<file path="src/hw/rtl/urt_pkg.sv">
// Shared types, constants and a helper function of the radix-to-text converter.
`default_nettype none

package urt_pkg;

  localparam int NUMBER_BITS_DEF = 32;
  localparam int STEP_BITS       = 8;

  localparam int RADIX_W  = 8;
  localparam int CAP_W    = 16;
  localparam int STATUS_W = 2;
  localparam int CHAR_W   = 8;
  localparam int COUNT_W  = 6;
  localparam int DIGIT_W  = 6;

  localparam logic [RADIX_W-1:0] RADIX_MIN      = 8'd2;
  localparam logic [RADIX_W-1:0] RADIX_MAX      = 8'd36;
  localparam logic [DIGIT_W-1:0] DECIMAL_DIGITS = 6'd10;
  localparam logic [CHAR_W-1:0]  ASCII_ZERO     = 8'h30;
  localparam logic [CHAR_W-1:0]  ASCII_UPPER_A  = 8'h41;

  localparam logic [STATUS_W-1:0] ST_OK             = 2'd0;
  localparam logic [STATUS_W-1:0] ST_INVALID_ACCESS = 2'd1;
  localparam logic [STATUS_W-1:0] ST_RANGE_CHECK    = 2'd2;

  typedef struct packed {
    logic                load;
    logic                div_step;
    logic                emit_init;
    logic                rd_en;
    logic                load_char;
    logic                load_err;
    logic [STATUS_W-1:0] err_code;
    logic                idx_dec;
  } urt_cmd_t;

  typedef struct packed {
    logic bad_access;
    logic bad_radix;
    logic last_chunk;
    logic quot_zero;
    logic too_long;
    logic out_last;
  } urt_stat_t;

  function automatic logic [CHAR_W-1:0] digit_to_ascii(input logic [DIGIT_W-1:0] v);
    logic [CHAR_W-1:0] res;
    if (v >= DECIMAL_DIGITS) begin
      res = ASCII_UPPER_A + CHAR_W'(v - DECIMAL_DIGITS);
    end else begin
      res = ASCII_ZERO + CHAR_W'(v);
    end
    return res;
  endfunction

endpackage

`default_nettype wire

</file>
<file path="src/hw/rtl/urt_if.sv">
// Valid/ready channel interfaces for the request and the character stream.
`default_nettype none

interface urt_in_if #(
  parameter int NUMBER_BITS = urt_pkg::NUMBER_BITS_DEF
);
  logic                         valid;
  logic                         ready;
  logic [NUMBER_BITS-1:0]       number;
  logic [urt_pkg::RADIX_W-1:0]  radix;
  logic [urt_pkg::CAP_W-1:0]    capacity;
  logic                         writable;

  modport source (output valid, number, radix, capacity, writable, input ready);
  modport sink   (input valid, number, radix, capacity, writable, output ready);
endinterface

interface urt_out_if;
  logic                          valid;
  logic                          ready;
  logic [urt_pkg::STATUS_W-1:0]  status;
  logic [urt_pkg::CHAR_W-1:0]    digit_char;
  logic [urt_pkg::COUNT_W-1:0]   digit_count;
  logic                          last;

  modport source (output valid, status, digit_char, digit_count, last, input ready);
  modport sink   (input valid, status, digit_char, digit_count, last, output ready);
endinterface

`default_nettype wire

</file>
<file path="src/hw/rtl/urt_ram.sv">
// Generic simple dual-port RAM with one write port and a registered read port.
`default_nettype none

module urt_ram #(
  parameter int WIDTH = 8,
  parameter int DEPTH = 32
) (
  input  wire logic                     clk,
  input  wire logic                     wr_en,
  input  wire logic [$clog2(DEPTH)-1:0] wr_addr,
  input  wire logic [WIDTH-1:0]         wr_data,
  input  wire logic                     rd_en,
  input  wire logic [$clog2(DEPTH)-1:0] rd_addr,
  output logic      [WIDTH-1:0]         rd_data
);

  logic [WIDTH-1:0] mem [DEPTH];

  always_ff @(posedge clk) begin
    if (wr_en) begin
      mem[wr_addr] <= wr_data;
    end
    if (rd_en) begin
      rd_data <= mem[rd_addr];
    end
  end

endmodule

`default_nettype wire

</file>
<file path="src/hw/rtl/urt_ctrl.sv">
// Controller state machine that sequences checks, division steps and character output.
`default_nettype none

module urt_ctrl (
  input  wire logic               clk,
  input  wire logic               rst_n,
  input  wire logic               in_valid,
  output logic                    in_ready,
  output logic                    out_valid,
  input  wire logic               out_ready,
  input  wire urt_pkg::urt_stat_t st,
  output urt_pkg::urt_cmd_t       cmd
);

  import urt_pkg::*;

  typedef enum logic [2:0] {
    S_IDLE,
    S_CHECK_IN,
    S_DIV,
    S_CHECK_LEN,
    S_READ,
    S_LOAD,
    S_HOLD
  } state_t;

  state_t state_r, state_nxt;
  logic   in_ready_r;
  logic   out_valid_r;

  always_comb begin
    state_nxt = state_r;
    cmd       = '0;
    case (state_r)
      S_IDLE: begin
        if (in_valid && in_ready_r) begin
          cmd.load  = 1'b1;
          state_nxt = S_CHECK_IN;
        end
      end
      S_CHECK_IN: begin
        if (st.bad_access) begin
          cmd.load_err = 1'b1;
          cmd.err_code = ST_INVALID_ACCESS;
          state_nxt    = S_HOLD;
        end else if (st.bad_radix) begin
          cmd.load_err = 1'b1;
          cmd.err_code = ST_RANGE_CHECK;
          state_nxt    = S_HOLD;
        end else begin
          state_nxt = S_DIV;
        end
      end
      S_DIV: begin
        cmd.div_step = 1'b1;
        if (st.last_chunk && st.quot_zero) begin
          state_nxt = S_CHECK_LEN;
        end
      end
      S_CHECK_LEN: begin
        if (st.too_long) begin
          cmd.load_err = 1'b1;
          cmd.err_code = ST_RANGE_CHECK;
          state_nxt    = S_HOLD;
        end else begin
          cmd.emit_init = 1'b1;
          state_nxt     = S_READ;
        end
      end
      S_READ: begin
        cmd.rd_en = 1'b1;
        state_nxt = S_LOAD;
      end
      S_LOAD: begin
        cmd.load_char = 1'b1;
        state_nxt     = S_HOLD;
      end
      S_HOLD: begin
        if (out_ready) begin
          if (st.out_last) begin
            state_nxt = S_IDLE;
          end else begin
            cmd.idx_dec = 1'b1;
            state_nxt   = S_READ;
          end
        end
      end
      default: begin
        state_nxt = S_IDLE;
      end
    endcase
  end

  always_ff @(posedge clk) begin
    if (!rst_n) begin
      state_r     <= S_IDLE;
      in_ready_r  <= 1'b0;
      out_valid_r <= 1'b0;
    end else begin
      state_r     <= state_nxt;
      in_ready_r  <= (state_nxt == S_IDLE);
      out_valid_r <= (state_nxt == S_HOLD);
    end
  end

  assign in_ready  = in_ready_r;
  assign out_valid = out_valid_r;

  a_no_overlap: assert property (@(posedge clk) disable iff (!rst_n)
    !(in_ready_r && out_valid_r))
    else $error("Input accepted while a result is pending.");

  a_valid_in_hold: assert property (@(posedge clk) disable iff (!rst_n)
    out_valid_r |-> (state_r == S_HOLD))
    else $error("Result shown outside the hold state.");

  a_ready_in_idle: assert property (@(posedge clk) disable iff (!rst_n)
    in_ready_r |-> (state_r == S_IDLE))
    else $error("Input ready outside the idle state.");

endmodule

`default_nettype wire

</file>
<file path="src/hw/rtl/urt_dp.sv">
// Datapath: request registers, radix divider, digit store and output registers.
`default_nettype none

module urt_dp #(
  parameter int NUMBER_BITS = urt_pkg::NUMBER_BITS_DEF
) (
  input  wire logic                          clk,
  input  wire logic                          rst_n,
  input  wire urt_pkg::urt_cmd_t             cmd,
  output urt_pkg::urt_stat_t                 st,
  input  wire logic [NUMBER_BITS-1:0]        in_number,
  input  wire logic [urt_pkg::RADIX_W-1:0]   in_radix,
  input  wire logic [urt_pkg::CAP_W-1:0]     in_capacity,
  input  wire logic                          in_writable,
  output logic      [urt_pkg::STATUS_W-1:0]  out_status,
  output logic      [urt_pkg::CHAR_W-1:0]    out_digit_char,
  output logic      [urt_pkg::COUNT_W-1:0]   out_digit_count,
  output logic                               out_last
);

  import urt_pkg::*;

  localparam int CHUNKS   = (NUMBER_BITS + STEP_BITS - 1) / STEP_BITS;
  localparam int PAD_BITS = CHUNKS * STEP_BITS;
  localparam int CH_W     = $clog2(CHUNKS + 1);
  localparam int AW       = $clog2(NUMBER_BITS);
  localparam int CNT_W    = $clog2(NUMBER_BITS + 1);

  logic [PAD_BITS-1:0] work_r;
  logic [DIGIT_W-1:0]  rem_r;
  logic [CH_W-1:0]     chunk_r;
  logic [CNT_W-1:0]    cnt_r;
  logic [AW-1:0]       idx_r;
  logic [RADIX_W-1:0]  radix_r;
  logic [CAP_W-1:0]    cap_r;
  logic                writable_r;

  logic [STATUS_W-1:0] status_r;
  logic [CHAR_W-1:0]   char_r;
  logic [COUNT_W-1:0]  count_r;
  logic                last_r;

  logic [STEP_BITS-1:0] top_bits;
  logic [STEP_BITS-1:0] qbits;
  logic [DIGIT_W-1:0]   rem_nxt;
  logic [PAD_BITS-1:0]  work_nxt;
  logic [DIGIT_W:0]     trial;
  logic [RADIX_W-1:0]   trial_ext;
  logic                 last_chunk;
  logic                 digit_wr;
  logic [DIGIT_W-1:0]   rd_digit;

  // Restoring division, several quotient bits per cycle, MSB first.
  always_comb begin
    top_bits  = work_r[PAD_BITS-1 -: STEP_BITS];
    rem_nxt   = rem_r;
    qbits     = '0;
    trial     = '0;
    trial_ext = '0;
    for (int j = STEP_BITS - 1; j >= 0; j--) begin
      trial     = {rem_nxt, top_bits[j]};
      trial_ext = RADIX_W'(trial);
      if (trial_ext >= radix_r) begin
        qbits[j] = 1'b1;
        rem_nxt  = DIGIT_W'(trial_ext - radix_r);
      end else begin
        rem_nxt  = trial[DIGIT_W-1:0];
      end
    end
    work_nxt = (work_r << STEP_BITS) | PAD_BITS'(qbits);
  end

  assign last_chunk = (chunk_r == CH_W'(CHUNKS - 1));
  assign digit_wr   = cmd.div_step && last_chunk;

  always_ff @(posedge clk) begin
    if (cmd.load) begin
      work_r     <= PAD_BITS'(in_number);
      radix_r    <= in_radix;
      cap_r      <= in_capacity;
      writable_r <= in_writable;
      rem_r      <= '0;
      chunk_r    <= '0;
      cnt_r      <= '0;
    end else if (cmd.div_step) begin
      work_r <= work_nxt;
      if (last_chunk) begin
        rem_r   <= '0;
        chunk_r <= '0;
        cnt_r   <= cnt_r + 1'b1;
      end else begin
        rem_r   <= rem_nxt;
        chunk_r <= chunk_r + 1'b1;
      end
    end
    if (cmd.emit_init) begin
      idx_r <= AW'(cnt_r - 1'b1);
    end else if (cmd.idx_dec) begin
      idx_r <= idx_r - 1'b1;
    end
    if (cmd.load_err) begin
      status_r <= cmd.err_code;
      char_r   <= '0;
      count_r  <= '0;
      last_r   <= 1'b1;
    end else if (cmd.load_char) begin
      status_r <= ST_OK;
      char_r   <= digit_to_ascii(rd_digit);
      count_r  <= COUNT_W'(cnt_r);
      last_r   <= (idx_r == '0);
    end
  end

  urt_ram #(
    .WIDTH (DIGIT_W),
    .DEPTH (NUMBER_BITS)
  ) u_digits (
    .clk     (clk),
    .wr_en   (digit_wr),
    .wr_addr (cnt_r[AW-1:0]),
    .wr_data (rem_nxt),
    .rd_en   (cmd.rd_en),
    .rd_addr (idx_r),
    .rd_data (rd_digit)
  );

  always_comb begin
    st            = '0;
    st.bad_access = !writable_r;
    st.bad_radix  = (radix_r < RADIX_MIN) || (radix_r > RADIX_MAX);
    st.last_chunk = last_chunk;
    st.quot_zero  = (work_nxt == '0);
    st.too_long   = (CAP_W'(cnt_r) > cap_r);
    st.out_last   = last_r;
  end

  assign out_status      = status_r;
  assign out_digit_char  = char_r;
  assign out_digit_count = count_r;
  assign out_last        = last_r;

  a_store_bound: assert property (@(posedge clk) disable iff (!rst_n)
    digit_wr |-> (cnt_r < CNT_W'(NUMBER_BITS)))
    else $error("Digit store written beyond its depth.");

  a_rem_below_radix: assert property (@(posedge clk) disable iff (!rst_n)
    cmd.div_step |-> (RADIX_W'(rem_r) < radix_r))
    else $error("Partial remainder not below the radix.");

  a_emit_nonempty: assert property (@(posedge clk) disable iff (!rst_n)
    cmd.emit_init |-> (cnt_r != '0))
    else $error("Character output started with no digits.");

endmodule

`default_nettype wire

</file>
<file path="src/hw/rtl/unsigned_radix_to_text_core.sv">
// Top level of the unsigned integer to text converter for radix 2 to 36.
//
// Usage: one request transaction on in_ch carries number, radix, capacity and
// writable. The block answers on out_ch with one transaction per character,
// most significant digit first, as ASCII '0'-'9' and 'A'-'Z', each carrying
// the total digit count and a last flag on the final character. A request
// without write permission, with a radix outside 2 to 36, or with more digits
// than capacity gives a single error transaction with no character.
// The divider retires one digit per pass over the number, 8 quotient bits per
// cycle, most significant chunk first; the digit count is then checked against
// capacity, and each character is read back from the digit store before it is
// offered. A permission or radix error is found before any division step.
// One request is processed at a time; in_ch.ready is high only when idle.
// When the receiver stalls, the pending result transaction holds its payload
// until accepted. Reset returns the controller to idle; no clearing pass.
`default_nettype none

module unsigned_radix_to_text_core #(
  parameter int NUMBER_BITS = urt_pkg::NUMBER_BITS_DEF
) (
  input  wire logic  clk,
  input  wire logic  rst_n,
  urt_in_if.sink     in_ch,
  urt_out_if.source  out_ch
);

  import urt_pkg::*;

  urt_cmd_t  cmd;
  urt_stat_t st;

  urt_ctrl u_ctrl (
    .clk       (clk),
    .rst_n     (rst_n),
    .in_valid  (in_ch.valid),
    .in_ready  (in_ch.ready),
    .out_valid (out_ch.valid),
    .out_ready (out_ch.ready),
    .st        (st),
    .cmd       (cmd)
  );

  urt_dp #(
    .NUMBER_BITS (NUMBER_BITS)
  ) u_dp (
    .clk             (clk),
    .rst_n           (rst_n),
    .cmd             (cmd),
    .st              (st),
    .in_number       (in_ch.number),
    .in_radix        (in_ch.radix),
    .in_capacity     (in_ch.capacity),
    .in_writable     (in_ch.writable),
    .out_status      (out_ch.status),
    .out_digit_char  (out_ch.digit_char),
    .out_digit_count (out_ch.digit_count),
    .out_last        (out_ch.last)
  );

endmodule

`default_nettype wire
</file>
<file path="src/flat_wrapper.sv">
// flat-port wrapper written by rule: the top's interface ports become plain ports
module unsigned_radix_to_text_core_flat import urt_pkg::*;
#(
  parameter int NUMBER_BITS = urt_pkg::NUMBER_BITS_DEF
)
  (clk, rst_n, in_ch_valid, in_ch_number, in_ch_radix, in_ch_capacity, in_ch_writable, in_ch_ready, out_ch_valid, out_ch_status, out_ch_digit_char, out_ch_digit_count, out_ch_last, out_ch_ready);
  urt_in_if #(.NUMBER_BITS(NUMBER_BITS)) in_ch_i ();
  urt_out_if out_ch_i ();
  input  wire logic clk;
  input  wire logic rst_n;
  input wire logic [$bits(in_ch_i.valid)-1:0] in_ch_valid;
  input wire logic [$bits(in_ch_i.number)-1:0] in_ch_number;
  input wire logic [$bits(in_ch_i.radix)-1:0] in_ch_radix;
  input wire logic [$bits(in_ch_i.capacity)-1:0] in_ch_capacity;
  input wire logic [$bits(in_ch_i.writable)-1:0] in_ch_writable;
  output wire logic [$bits(in_ch_i.ready)-1:0] in_ch_ready;
  output wire logic [$bits(out_ch_i.valid)-1:0] out_ch_valid;
  output wire logic [$bits(out_ch_i.status)-1:0] out_ch_status;
  output wire logic [$bits(out_ch_i.digit_char)-1:0] out_ch_digit_char;
  output wire logic [$bits(out_ch_i.digit_count)-1:0] out_ch_digit_count;
  output wire logic [$bits(out_ch_i.last)-1:0] out_ch_last;
  input wire logic [$bits(out_ch_i.ready)-1:0] out_ch_ready;
  assign in_ch_i.valid = in_ch_valid;
  assign in_ch_i.number = in_ch_number;
  assign in_ch_i.radix = in_ch_radix;
  assign in_ch_i.capacity = in_ch_capacity;
  assign in_ch_i.writable = in_ch_writable;
  assign in_ch_ready = in_ch_i.ready;
  assign out_ch_valid = out_ch_i.valid;
  assign out_ch_status = out_ch_i.status;
  assign out_ch_digit_char = out_ch_i.digit_char;
  assign out_ch_digit_count = out_ch_i.digit_count;
  assign out_ch_last = out_ch_i.last;
  assign out_ch_i.ready = out_ch_ready;
  unsigned_radix_to_text_core #(.NUMBER_BITS(NUMBER_BITS)) u_core (.clk(clk), .rst_n(rst_n), .in_ch(in_ch_i), .out_ch(out_ch_i));
endmodule
</file>
<file path="config.mk">
export PLATFORM = sky130hd
export DESIGN_NAME = unsigned_radix_to_text_core_flat
export DESIGN_NICKNAME = d
export VERILOG_FILES = /design/src/hw/rtl/urt_pkg.sv /design/src/hw/rtl/urt_if.sv /design/src/hw/rtl/urt_ram.sv /design/src/hw/rtl/urt_ctrl.sv /design/src/hw/rtl/urt_dp.sv /design/src/hw/rtl/unsigned_radix_to_text_core.sv /design/src/flat_wrapper.sv
export SDC_FILE = /design/constraint.sdc
export NUM_CORES = 1
export LEC_CHECK = 0
export BUFFER_PORTS_ARGS = -buffer_cell sky130_fd_sc_hd__buf_2
export CAP_MARGIN = 25
export CORE_UTILIZATION = 30
export DETAILED_ROUTE_END_ITERATION = 7
export GPL_ROUTABILITY_DRIVEN = 0
export PLACE_DENSITY = 0.43
export SYNTH_ARGS = -nofsm -noshare
export SYNTH_HDL_FRONTEND = slang
export SYNTH_SLANG_ARGS = --single-unit
</file>
<file path="constraint.sdc">
create_clock -name clk -period 22.9 [get_ports clk]
set_input_delay 2.29 -clock clk [delete_from_list [all_inputs] [get_ports clk]]
set_output_delay 2.29 -clock clk [all_outputs]
set_load 0.05 [all_outputs]
</file>
# ---- Word-level counts from Yosys, hierarchy flattened
# Memories as Yosys holds them, arrays and structs flattened. A register that Yosys moved wholly into a read port is not among the register bits.
# Cells that the tools add are included.
dict set report totals {
  out_inout_bits 19
  inputBits 61
  memories 1
  elab_cells 113
  romBits 0
  register_bits 99
  mem_bits_rw 192
  latch_bits 0
}
# memory words width read_ports rd_clocked_by_memory_dff wr line_no
set memory_table {}
lappend memory_table {u_core.u_dp.u_digits.mem 32 6 1 1 1 urt_ram.sv:17} ;# logic [WIDTH-1:0] mem [DEPTH];
dict set report classes {
  order_cmp 12
  n_bitwise 1
  div 0
  muxes 49
  multipliers 0
  n_reduce_logical 12
  eq_ne 8
  n_shift 0
  n_addsub 15
}
# cell count
set op_table {}
lappend op_table {{$ge 7x8->1} 8}
lappend op_table {{$mux 32} 2}
lappend op_table {{$mux 6} 9}
lappend op_table {{$sub 6x6->6} 8}
lappend op_table {{$logic_not 32->1} 1}
lappend op_table {{$or 32x8->32} 1}
lappend op_table {{$mux 3} 10}
lappend op_table {{$pmux 3 s7} 1}
lappend op_table {{$mux 1} 20}
lappend op_table {{$gt 6x16->1} 1}
lappend op_table {{$eq 3x3->1 const B} 4}
lappend op_table {{$mux 5} 2}
lappend op_table {{$sub 5x1->5 const B} 2}
lappend op_table {{$eq 3x2->1 const B} 3}
lappend op_table {{$add 7x8->8 const A} 1}
lappend op_table {{$gt 8x6->1 const B} 1}
lappend op_table {{$lt 8x2->1 const B} 1}
lappend op_table {{$mux 8} 1}
lappend op_table {{$add 6x6->7 const A} 1}
lappend op_table {{$sub 6x4->7 const B} 1}
lappend op_table {{$add 6x1->6 const B} 1}
lappend op_table {{$ge 6x4->1 const B} 1}
lappend op_table {{$logic_not 3->1} 2}
lappend op_table {{$mux 2} 3}
lappend op_table {{other kinds (8)} 12}

# ---- Logic depth before layout (Yosys ltp)
# Gate-level depths: netlist of run 1.
dict set report logic_depth {
  ltp_word 22
  depth_mapped 62
  depth_no_buf 57
}

# ---- By module
# Synthesis of run 1 repeated with hierarchy kept, for this count alone.
dict set report hier_totals {
  cells_unflattened 1054
  area_unflattened_um2 14965.6
}
# mod seq_area_each_um2 instances cells_each area_each_um2
set by_module_without_submodules {}
lappend by_module_without_submodules {urt_ram 5945.7 1 323 7649.8}
lappend by_module_without_submodules {urt_dp 2522.4 1 692 6982.9}
lappend by_module_without_submodules {urt_ctrl 100.1 1 39 332.8}

# ---- Worst setup path before layout of run 1
# Ideal clock, no wire load.
dict set report synth_path {
  path_kind {flip-flop to flip-flop}
  start {register u_core.u_dp.radix_r[1]}
  end {memory u_core.u_dp.u_digits.mem[0][1] (netlist name), data pin}
  arrival_time_ns 13.602
  setup_time_ns 0.392
  slack_ns 8.906
  n_path_buf 5
  synth_period_minus_slack_ns 13.994
  path_stages_with_launch 55
  required_ns 22.508
  path_cell_list {edfxtp_1 > inv_1 > fa_1 > nand3_1 > a21oi_1 > o21bai_1 > mux2_2 > fa_1 > nand2b_1 > a211o_1 > and3_1 > mux2i_1 > inv_1 > fa_1 > nand2b_1 > a211oi_1 > or3_1 > clkbuf_1 > (+19 left out) > a31oi_1 > a21o_1 > buf_1 > a21o_1 > inv_1 > fa_1 > nand2b_1 > a21oi_1 > o21ai_0 > clkbuf_1 > nor3_1 > nor2_1 > nand2_1 > ha_1 > and3_1 > a311o_1 > o31ai_4 > mux2i_1}
}
dict set report synth_between {
  elab_chain_cells 16
  elab_cells_between_ends 24
  cone_classes {add/sub: 8; order compare: 8; mux: 8}
}
# element line_no
set synth_lines {}
lappend synth_lines {{from (decl)} urt_dp.sv:34} ;# logic [RADIX_W-1:0] radix_r;
lappend synth_lines {{from (signal assigned)} urt_dp.sv:79} ;# radix_r <= in_radix;
lappend synth_lines {{$ge 7x8->1 or $sub 6x6->6 (tied branches)} {urt_dp.sv:63, urt_dp.sv:65}}
lappend synth_lines {{$mux 6} urt_dp.sv:63} ;# if (trial_ext >= radix_r) begin
lappend synth_lines {{$ge 7x8->1 or $sub 6x6->6 (tied branches)} {urt_dp.sv:63, urt_dp.sv:65}}
lappend synth_lines {{$mux 6} urt_dp.sv:63}
lappend synth_lines {{$ge 7x8->1 or $sub 6x6->6 (tied branches)} {urt_dp.sv:63, urt_dp.sv:65}}
lappend synth_lines {{$mux 6} urt_dp.sv:63}
lappend synth_lines {{$ge 7x8->1 or $sub 6x6->6 (tied branches)} {urt_dp.sv:63, urt_dp.sv:65}}
lappend synth_lines {{$mux 6} urt_dp.sv:63}
lappend synth_lines {{$ge 7x8->1 or $sub 6x6->6 (tied branches)} {urt_dp.sv:63, urt_dp.sv:65}}
lappend synth_lines {{$mux 6} urt_dp.sv:63}
lappend synth_lines {{$ge 7x8->1 or $sub 6x6->6 (tied branches)} {urt_dp.sv:63, urt_dp.sv:65}}
lappend synth_lines {{$mux 6} urt_dp.sv:63}
lappend synth_lines {{$ge 7x8->1 or $sub 6x6->6 (tied branches)} {urt_dp.sv:63, urt_dp.sv:65}}
lappend synth_lines {{$mux 6} urt_dp.sv:63}
lappend synth_lines {{$ge 7x8->1 or $sub 6x6->6 (tied branches)} {urt_dp.sv:63, urt_dp.sv:65}}
lappend synth_lines {{$mux 6 (*)} urt_dp.sv:63}
lappend synth_lines {{via u_core.u_dp.rem_nxt[1]} urt_dp.sv:45} ;# logic [DIGIT_W-1:0] rem_nxt;
lappend synth_lines {{to (decl)} urt_ram.sv:17}
# The timed path passes the listed nets; every way through them passes the cells marked *.

# ---- Worst setup path in the final report of run 1
dict set report layout_path {
  start {register u_core.u_dp.radix_r[1]}
  end {memory u_core.u_dp.u_digits.mem[2][1] (netlist name), data pin}
}
# Same word-level chain as after synthesis.

==> results of run 1 <==
## synthesized netlist by cell type (8+ instances only)
library cell / number
buf_2: 8
inv_1: 55
nor4_1: 8
or3_1: 10
xnor2_1: 13
nor2_1: 99
nand4_1: 15
nand3_1: 15
nor3_1: 25
mux2i_1: 14
mux4_2: 60
dfxtp_1: 35
mux2_2: 13
nor2b_1: 17
o21a_1: 19
nand2b_1: 10
clkbuf_1: 29
o21ai_0: 30
o31a_1: 8
a211oi_1: 14
xor2_1: 19
fa_1: 8
edfxtp_1: 262
nand2_1: 127
ha_1: 74
a21oi_1: 39
## per-stage QoR
step / utilization / hold slack, ns / setup slack [ns] / instances / area, sq um
6_report: 0.350 / 0.457 / 7.00 / 1955 / 17500
2_1_floorplan: - / 0.450 / 8.91 / 1167 / 15200
5_1_grt: 0.350 / 0.485 / 5.78 / 1954 / 17500
3_5_place_dp: 0.328 / 0.451 / 7.11 / 1891 / 16400
3_3_place_gp: 0.328 / 0.442 / 7.38 / 1891 / 16400
4_1_cts: 0.349 / 0.459 / 7.01 / 1953 / 17500
## sequential cells by signal (all words and copies together), names as in the netlist, 6 cells and up
signal / flops
u_core.u_dp.u_digits.mem: 192
u_core.u_dp.work_r: 32
u_core.u_dp.cap_r: 16
u_core.u_dp.out_digit_char: 8
u_core.u_dp.radix_r: 8
u_core.u_dp.cnt_r: 6
u_core.u_dp.out_digit_count: 6
u_core.u_dp.rem_r: 6
u_core.u_dp.u_digits.rd_data: 6
## path summary, 6_finish.rpt
check                           slack (ns)  depth (start not counted)                        endpoint
worst max-delay path                  7.00                         53  u_core.u_dp.u_digits.mem[2][1]
worst max register to register        7.00                         53  u_core.u_dp.u_digits.mem[2][1]
worst min-delay path                  0.46                          2   u_core.u_dp.out_digit_char[0]
worst min register to register        0.46                          2   u_core.u_dp.out_digit_char[0]
## cell type report
type | instances | area share
sequential | 297 | 0.490
multi-input combinational | 771 | 0.357
clock buffer | 48 | 0.0547
tap | 672 | 0.0481
timing repair buffer | 96 | 0.0304
inverter | 56 | 0.0120
clock inverter | 14 | 0.00780
antenna | 1 | 0.000143
## metal layers
layer	global-route usage	up-vias
li1	-	4665
met1	0.227	4883
met2	0.251	225
met3	0.0281	47
met4	0.0377	0
met5	0	-
## kinds of logic after synthesis
logic type	after synthesis	synth area share
and+or+nand+nor	376	0.119
DFF	297	0.565
AOI/OAI and AO/OA	194	0.0912
buffers and inverters	99	0.0259
muxes	87	0.108
adders and majority gates	82	0.0717
xor gates and xnor gates	32	0.0185
## worst reg2reg max path: cells and delay by family (launching register included)
kind / cells / cell delay [ns]
flip-flops: 1 / 0.37
buffers and inverters: 4 / 0.95
AND/OR/NAND/NOR: 17 / 3.39
AO/OA/AOI/OAI: 21 / 6.42
adder cells (fa/ha/maj): 8 / 2.72
multiplexers: 3 / 1.74
==> impl_metrics.env, run 1 <==
export IMPL_status="completed"
export IMPL_grt_start_max_net_pins=49
export IMPL_max_freq_mhz=62.9
export IMPL_layout_common_cells="edfxtp_1, nand2_1, nor2_1"
export IMPL_num_nets_final=1400
export IMPL_vias=9820
export IMPL_ctsResizeCount=0
export IMPL_hp_class="register to register"
export IMPL_drive_above_1_share=0.188
export IMPL_ys_types=78
export IMPL_grt_ovfl_total=0
export IMPL_layout_cells_most_common="edfxtp_1"
export IMPL_drt_wl_total_microns=40200
export IMPL_fill_cells=4943
export IMPL_dr_wl_met3_microns=2010
export IMPL_drt_initial_drc_count=712
export IMPL_required_ns=23.12
export IMPL_num_rows=82
export IMPL_grt_pass1_wl_microns=60600
export IMPL_cts_setup_buffers=0
export IMPL_final_antenna_net_count=0
export IMPL_fin_crit_ns=15.90
export IMPL_die_x_microns=227
export IMPL_wl_met2_microns=18500
export IMPL_cts_tree="yes"
export IMPL_async_flop_share=0
export IMPL_antenna_found_initial=2
export IMPL_hold_viol_final=0
export IMPL_io_pin_count=80
export IMPL_grt_use_total=0.159
export IMPL_post_synth_top_area_cell="edfxtp_1"
export IMPL_cts_buffers=35
export IMPL_critPathMaxStageDelay_ns=0.86
export IMPL_rsz0062_at_grt="false"
export IMPL_io_buffers=79
export IMPL_clkLatencyLatePin_ns=0.55
export IMPL_cts_hold_buffers=0
export IMPL_die_area_sq_mm=0.0514
export IMPL_syn_area_sq_mm=0.0152
export IMPL_endpoint_kind="register"
export IMPL_slew_headroom=0.342
export IMPL_worstSetupStartpoint="u_core.u_dp.radix_r[1]"
export IMPL_ys_flop_type="edfxtp_1"
export IMPL_clockRootBuffer="clkbuf_16"
export IMPL_worstPathMaxFanout=33
export IMPL_initial_core_util=0.303
export IMPL_first_pass_iters=5
export IMPL_dp_hpwl_microns=28300
export IMPL_drv_cap=0
export IMPL_ff_latch_area_sq_mm=0.00857
export IMPL_r2r_start="u_core.u_dp.radix_r[1]"
export IMPL_clockBufferDepth=3
export IMPL_areaGrowthSynthToFinish_pct=15.3
export IMPL_yosys_top_cells_area="edfxtp_1, mux4_2, ha_1"
export IMPL_cp_slowest_cell="mux2i_4"
export IMPL_route_layer_met1_wl_microns=19100
export IMPL_maxSlewViolCount=0
export IMPL_worst_pin_slew_ns=0.979
export IMPL_ys_seq_area_frac=0.565
export IMPL_tns_ns=0
export IMPL_cts_max_level=2
export IMPL_start_kind="register"
export IMPL_min_delay_start="u_core.u_dp.out_digit_char[0]"
export IMPL_drcViolationCount=0
export IMPL_syn_avg_cell_area_sq_um=13.0
export IMPL_synth_nets=1310
export IMPL_dieHeight_microns=227
export IMPL_yosysWarnings=0
export IMPL_synth_edf_count=262
export IMPL_synth_top_cell_area_share=0.519
export IMPL_cp_top_family="compound AO/OA/AOI/OAI gates"
export IMPL_grt_pass1_vias=9678
export IMPL_multi_input_area_sq_mm=0.00623
export IMPL_finClkSkew_ns=0.0260
export IMPL_setup_viol=0
export IMPL_cp_common_cell="ha_1"
export IMPL_top_layer="met4"
export IMPL_worst_setup_path_type="register to register"
export IMPL_core_area_sq_mm=0.0500
export IMPL_period_share=0.694
export IMPL_synth_seq_cells=297
export IMPL_arrival_ns=16.12
export IMPL_cts_sinks=297
export IMPL_cp_buffers_inverters=4
export IMPL_post_drt_wl_per_cell_microns=20.6
export IMPL_clk_pin_slew_ns=0.06
export IMPL_synthCells=1167
export IMPL_viasPerCell=5.02
Power of run 1 is left out: the tool's default activity adds up to more than one toggle a clock period on the data nets, which glitch-free logic cannot reach.
==> run 2: changes to the inputs <==
==> constraint.sdc (replaced) <==
create_clock -name clk -period 15.04 [get_ports clk]
set_input_delay 1.504 -clock clk [delete_from_list [all_inputs] [get_ports clk]]
set_output_delay 1.504 -clock clk [all_outputs]
set_load 0.05 [all_outputs]
==> run 2 against run 1 <==
  * Fmax is 13% higher
  * Flip-flop and latch count stayed put
  * First-iteration DRC count is 3.7% lower
  * Routed wire length is 3.4% higher
  * Sequential share of layout area is 0.47 points lower
  * Critical path depth is 1 higher
  * Clock skew is 0.0031 ns lower
  * Die area stayed put
  * Register-to-register slack worse by 6.1 ns
  * Utilization is 0.34 points higher
  * Final area is 0.97% higher
  * Critical endpoint is now u_core.u_dp.u_digits.mem[4][3]
  * Largest cell class unchanged
==> impl_metrics.env, run 2 (synthesized netlist as in run 1, its figures left out) <==
export IMPL_drv_cap=0
export IMPL_top_register="u_core.u_dp.u_digits.mem"
export IMPL_critPathMaxStageDelay_ns=0.45
export IMPL_holdWs_ns=0.448
export IMPL_slew_headroom=0.382
export IMPL_worstPathMaxFanout=32
export IMPL_cts_hold_buffers=0
export IMPL_grt_pass1_wl_microns=62500
export IMPL_fin_area_sq_mm=0.0176
export IMPL_final_antenna_net_count=0
export IMPL_finClkSkew_ns=0.0230
export IMPL_first_pass_iters=7
export IMPL_drt_initial_drc_count=686
export IMPL_clkLatencyLatePin_ns=0.56
export IMPL_post_drt_wl_per_cell_microns=21.1
export IMPL_period_share=0.937
export IMPL_drive_above_1_share=0.207
export IMPL_start_kind="register"
export IMPL_drt_wl_total_microns=41500
export IMPL_endpoint_kind="register"
export IMPL_cts_tree="yes"
export IMPL_grt_pass1_vias=9924
export IMPL_status="completed"
export IMPL_setup_viol=0
export IMPL_areaGrowthSynthToFinish_pct=16.4
export IMPL_layout_common_cells="edfxtp_1, nand2_1, nor2_1"
export IMPL_largest_reg_flops=192
export IMPL_io_pin_count=80
export IMPL_worst_setup_path_type="register to register"
export IMPL_vias=10000
export IMPL_dieHeight_microns=227
export IMPL_arrival_ns=14.36
export IMPL_hp_class="register to register"
export IMPL_dpl_worst_slack_ns=0.510
export IMPL_postLayoutSetupSlackWorst_ns=0.945
export IMPL_grt_ovfl_total=0
export IMPL_num_rows=82
export IMPL_tns_ns=0
export IMPL_cp_slowest_cell="fa_1"
export IMPL_core_area_sq_mm=0.0500
export IMPL_rsz0062_at_grt="false"
export IMPL_die_area_sq_mm=0.0514
export IMPL_place_area_sq_mm=0.0165
export IMPL_io_buffers=79
export IMPL_grt_start_max_net_pins=47
export IMPL_clockBufferDepth=3
export IMPL_max_freq_mhz=70.9
export IMPL_initial_core_util=0.303
export IMPL_clk_pin_slew_ns=0.06
export IMPL_layout_cells_most_common="edfxtp_1"
export IMPL_cts_buffers=35
export IMPL_required_ns=15.31
export IMPL_antenna_found_initial=2
export IMPL_grt_use_total=0.165
export IMPL_fin_crit_ns=14.09
export IMPL_num_nets_final=1416
export IMPL_hold_viol_final=0
export IMPL_die_x_microns=227
export IMPL_cts_sinks=297
export IMPL_dp_hpwl_microns=28900
export IMPL_cts_max_level=2
export IMPL_worst_pin_slew_ns=0.923
export IMPL_drcViolationCount=0
export IMPL_maxSlewViolCount=0
export IMPL_cp_common_cell="buf_4"
export IMPL_reg_largest_list="u_core.u_dp.u_digits.mem x192, u_core.u_dp.work_r x32, u_core.u_dp.cap_r x16"
export IMPL_clockRootBuffer="clkbuf_16"
export IMPL_fill_cells=4911
export IMPL_viasPerCell=5.08
## run 2: changes by cell type in the layout (fill, tap and decap cells not counted), moves of 2 or more
cell,before,now
clkbuf_1,11,8
clkinvlp_4,0,3
clkinv_2,2,6
bufinv_16,1,4
clkinv_1,5,2
a211oi_1,14,12
buf_4,16,32
a211oi_2,1,3
## run 2: path summary, 6_finish.rpt
check,start,end,slack (ns),depth (start not counted)
setup / recovery,u_core.u_dp.radix_r[1],u_core.u_dp.u_digits.mem[4][3],0.95,54
hold / removal,u_core.u_dp.out_digit_char[0],u_core.u_dp.out_digit_char[0],0.45,2
setup reg to reg,u_core.u_dp.radix_r[1],u_core.u_dp.u_digits.mem[4][3],0.95,54
hold reg to reg,u_core.u_dp.out_digit_char[0],u_core.u_dp.out_digit_char[0],0.45,2
## run 2: layout make-up
| type | instances | area [sq um] | area share |
|---|---|---|---|
| clock inverters | 18 | 229 | 0.0130 |
| multi-input cells | 771 | 6250 | 0.354 |
| diodes | 1 | 2.50 | 0.000142 |
| flip-flops and latches | 297 | 8570 | 0.486 |
| well taps | 672 | 841 | 0.0476 |
| repair buffers | 112 | 641 | 0.0363 |
| inverters | 56 | 210 | 0.0119 |
| clock buffers | 43 | 906 | 0.0513 |
## run 2: worst max-delay path, delay by kind of cell, from the launching register on
| kind | cells | cell delay, ns |
|---|---|---|
| and+or+nand+nor | 13 | 2.41 |
| muxes | 3 | 0.95 |
| buffers and inverters | 9 | 1.39 |
| adders and majority gates | 8 | 3.10 |
| DFF | 1 | 0.35 |
| AOI/OAI and AO/OA | 21 | 5.54 |
## run 2: timing repair
item                                    4_1_cts  5_1_grt
buffers inserted                              0        3
endpoints found under the setup margin        0      200
resized for setup                             0        7
## run 2: routing by layer
| layer | track usage | vias to the layer above | wire [microns] |
|---|---|---|---|
| li1 | - | 4682 | - |
| met5 | 0 | - | 0 |
| met1 | 0.235 | 5035 | 20000 |
| met4 | 0.0410 | 0 | 714 |
| met3 | 0.0303 | 50 | 1950 |
| met2 | 0.256 | 233 | 18900 |
## run 2: through the flow
stage / utilization / std cells
4_1_cts: 0.352 / 1966
3_3_place_gp: 0.329 / 1904
3_5_place_dp: 0.330 / 1905
2_1_floorplan: - / 1167
6_report: 0.353 / 1970
5_1_grt: 0.353 / 1969
Power of run 2 is left out for the same reason.
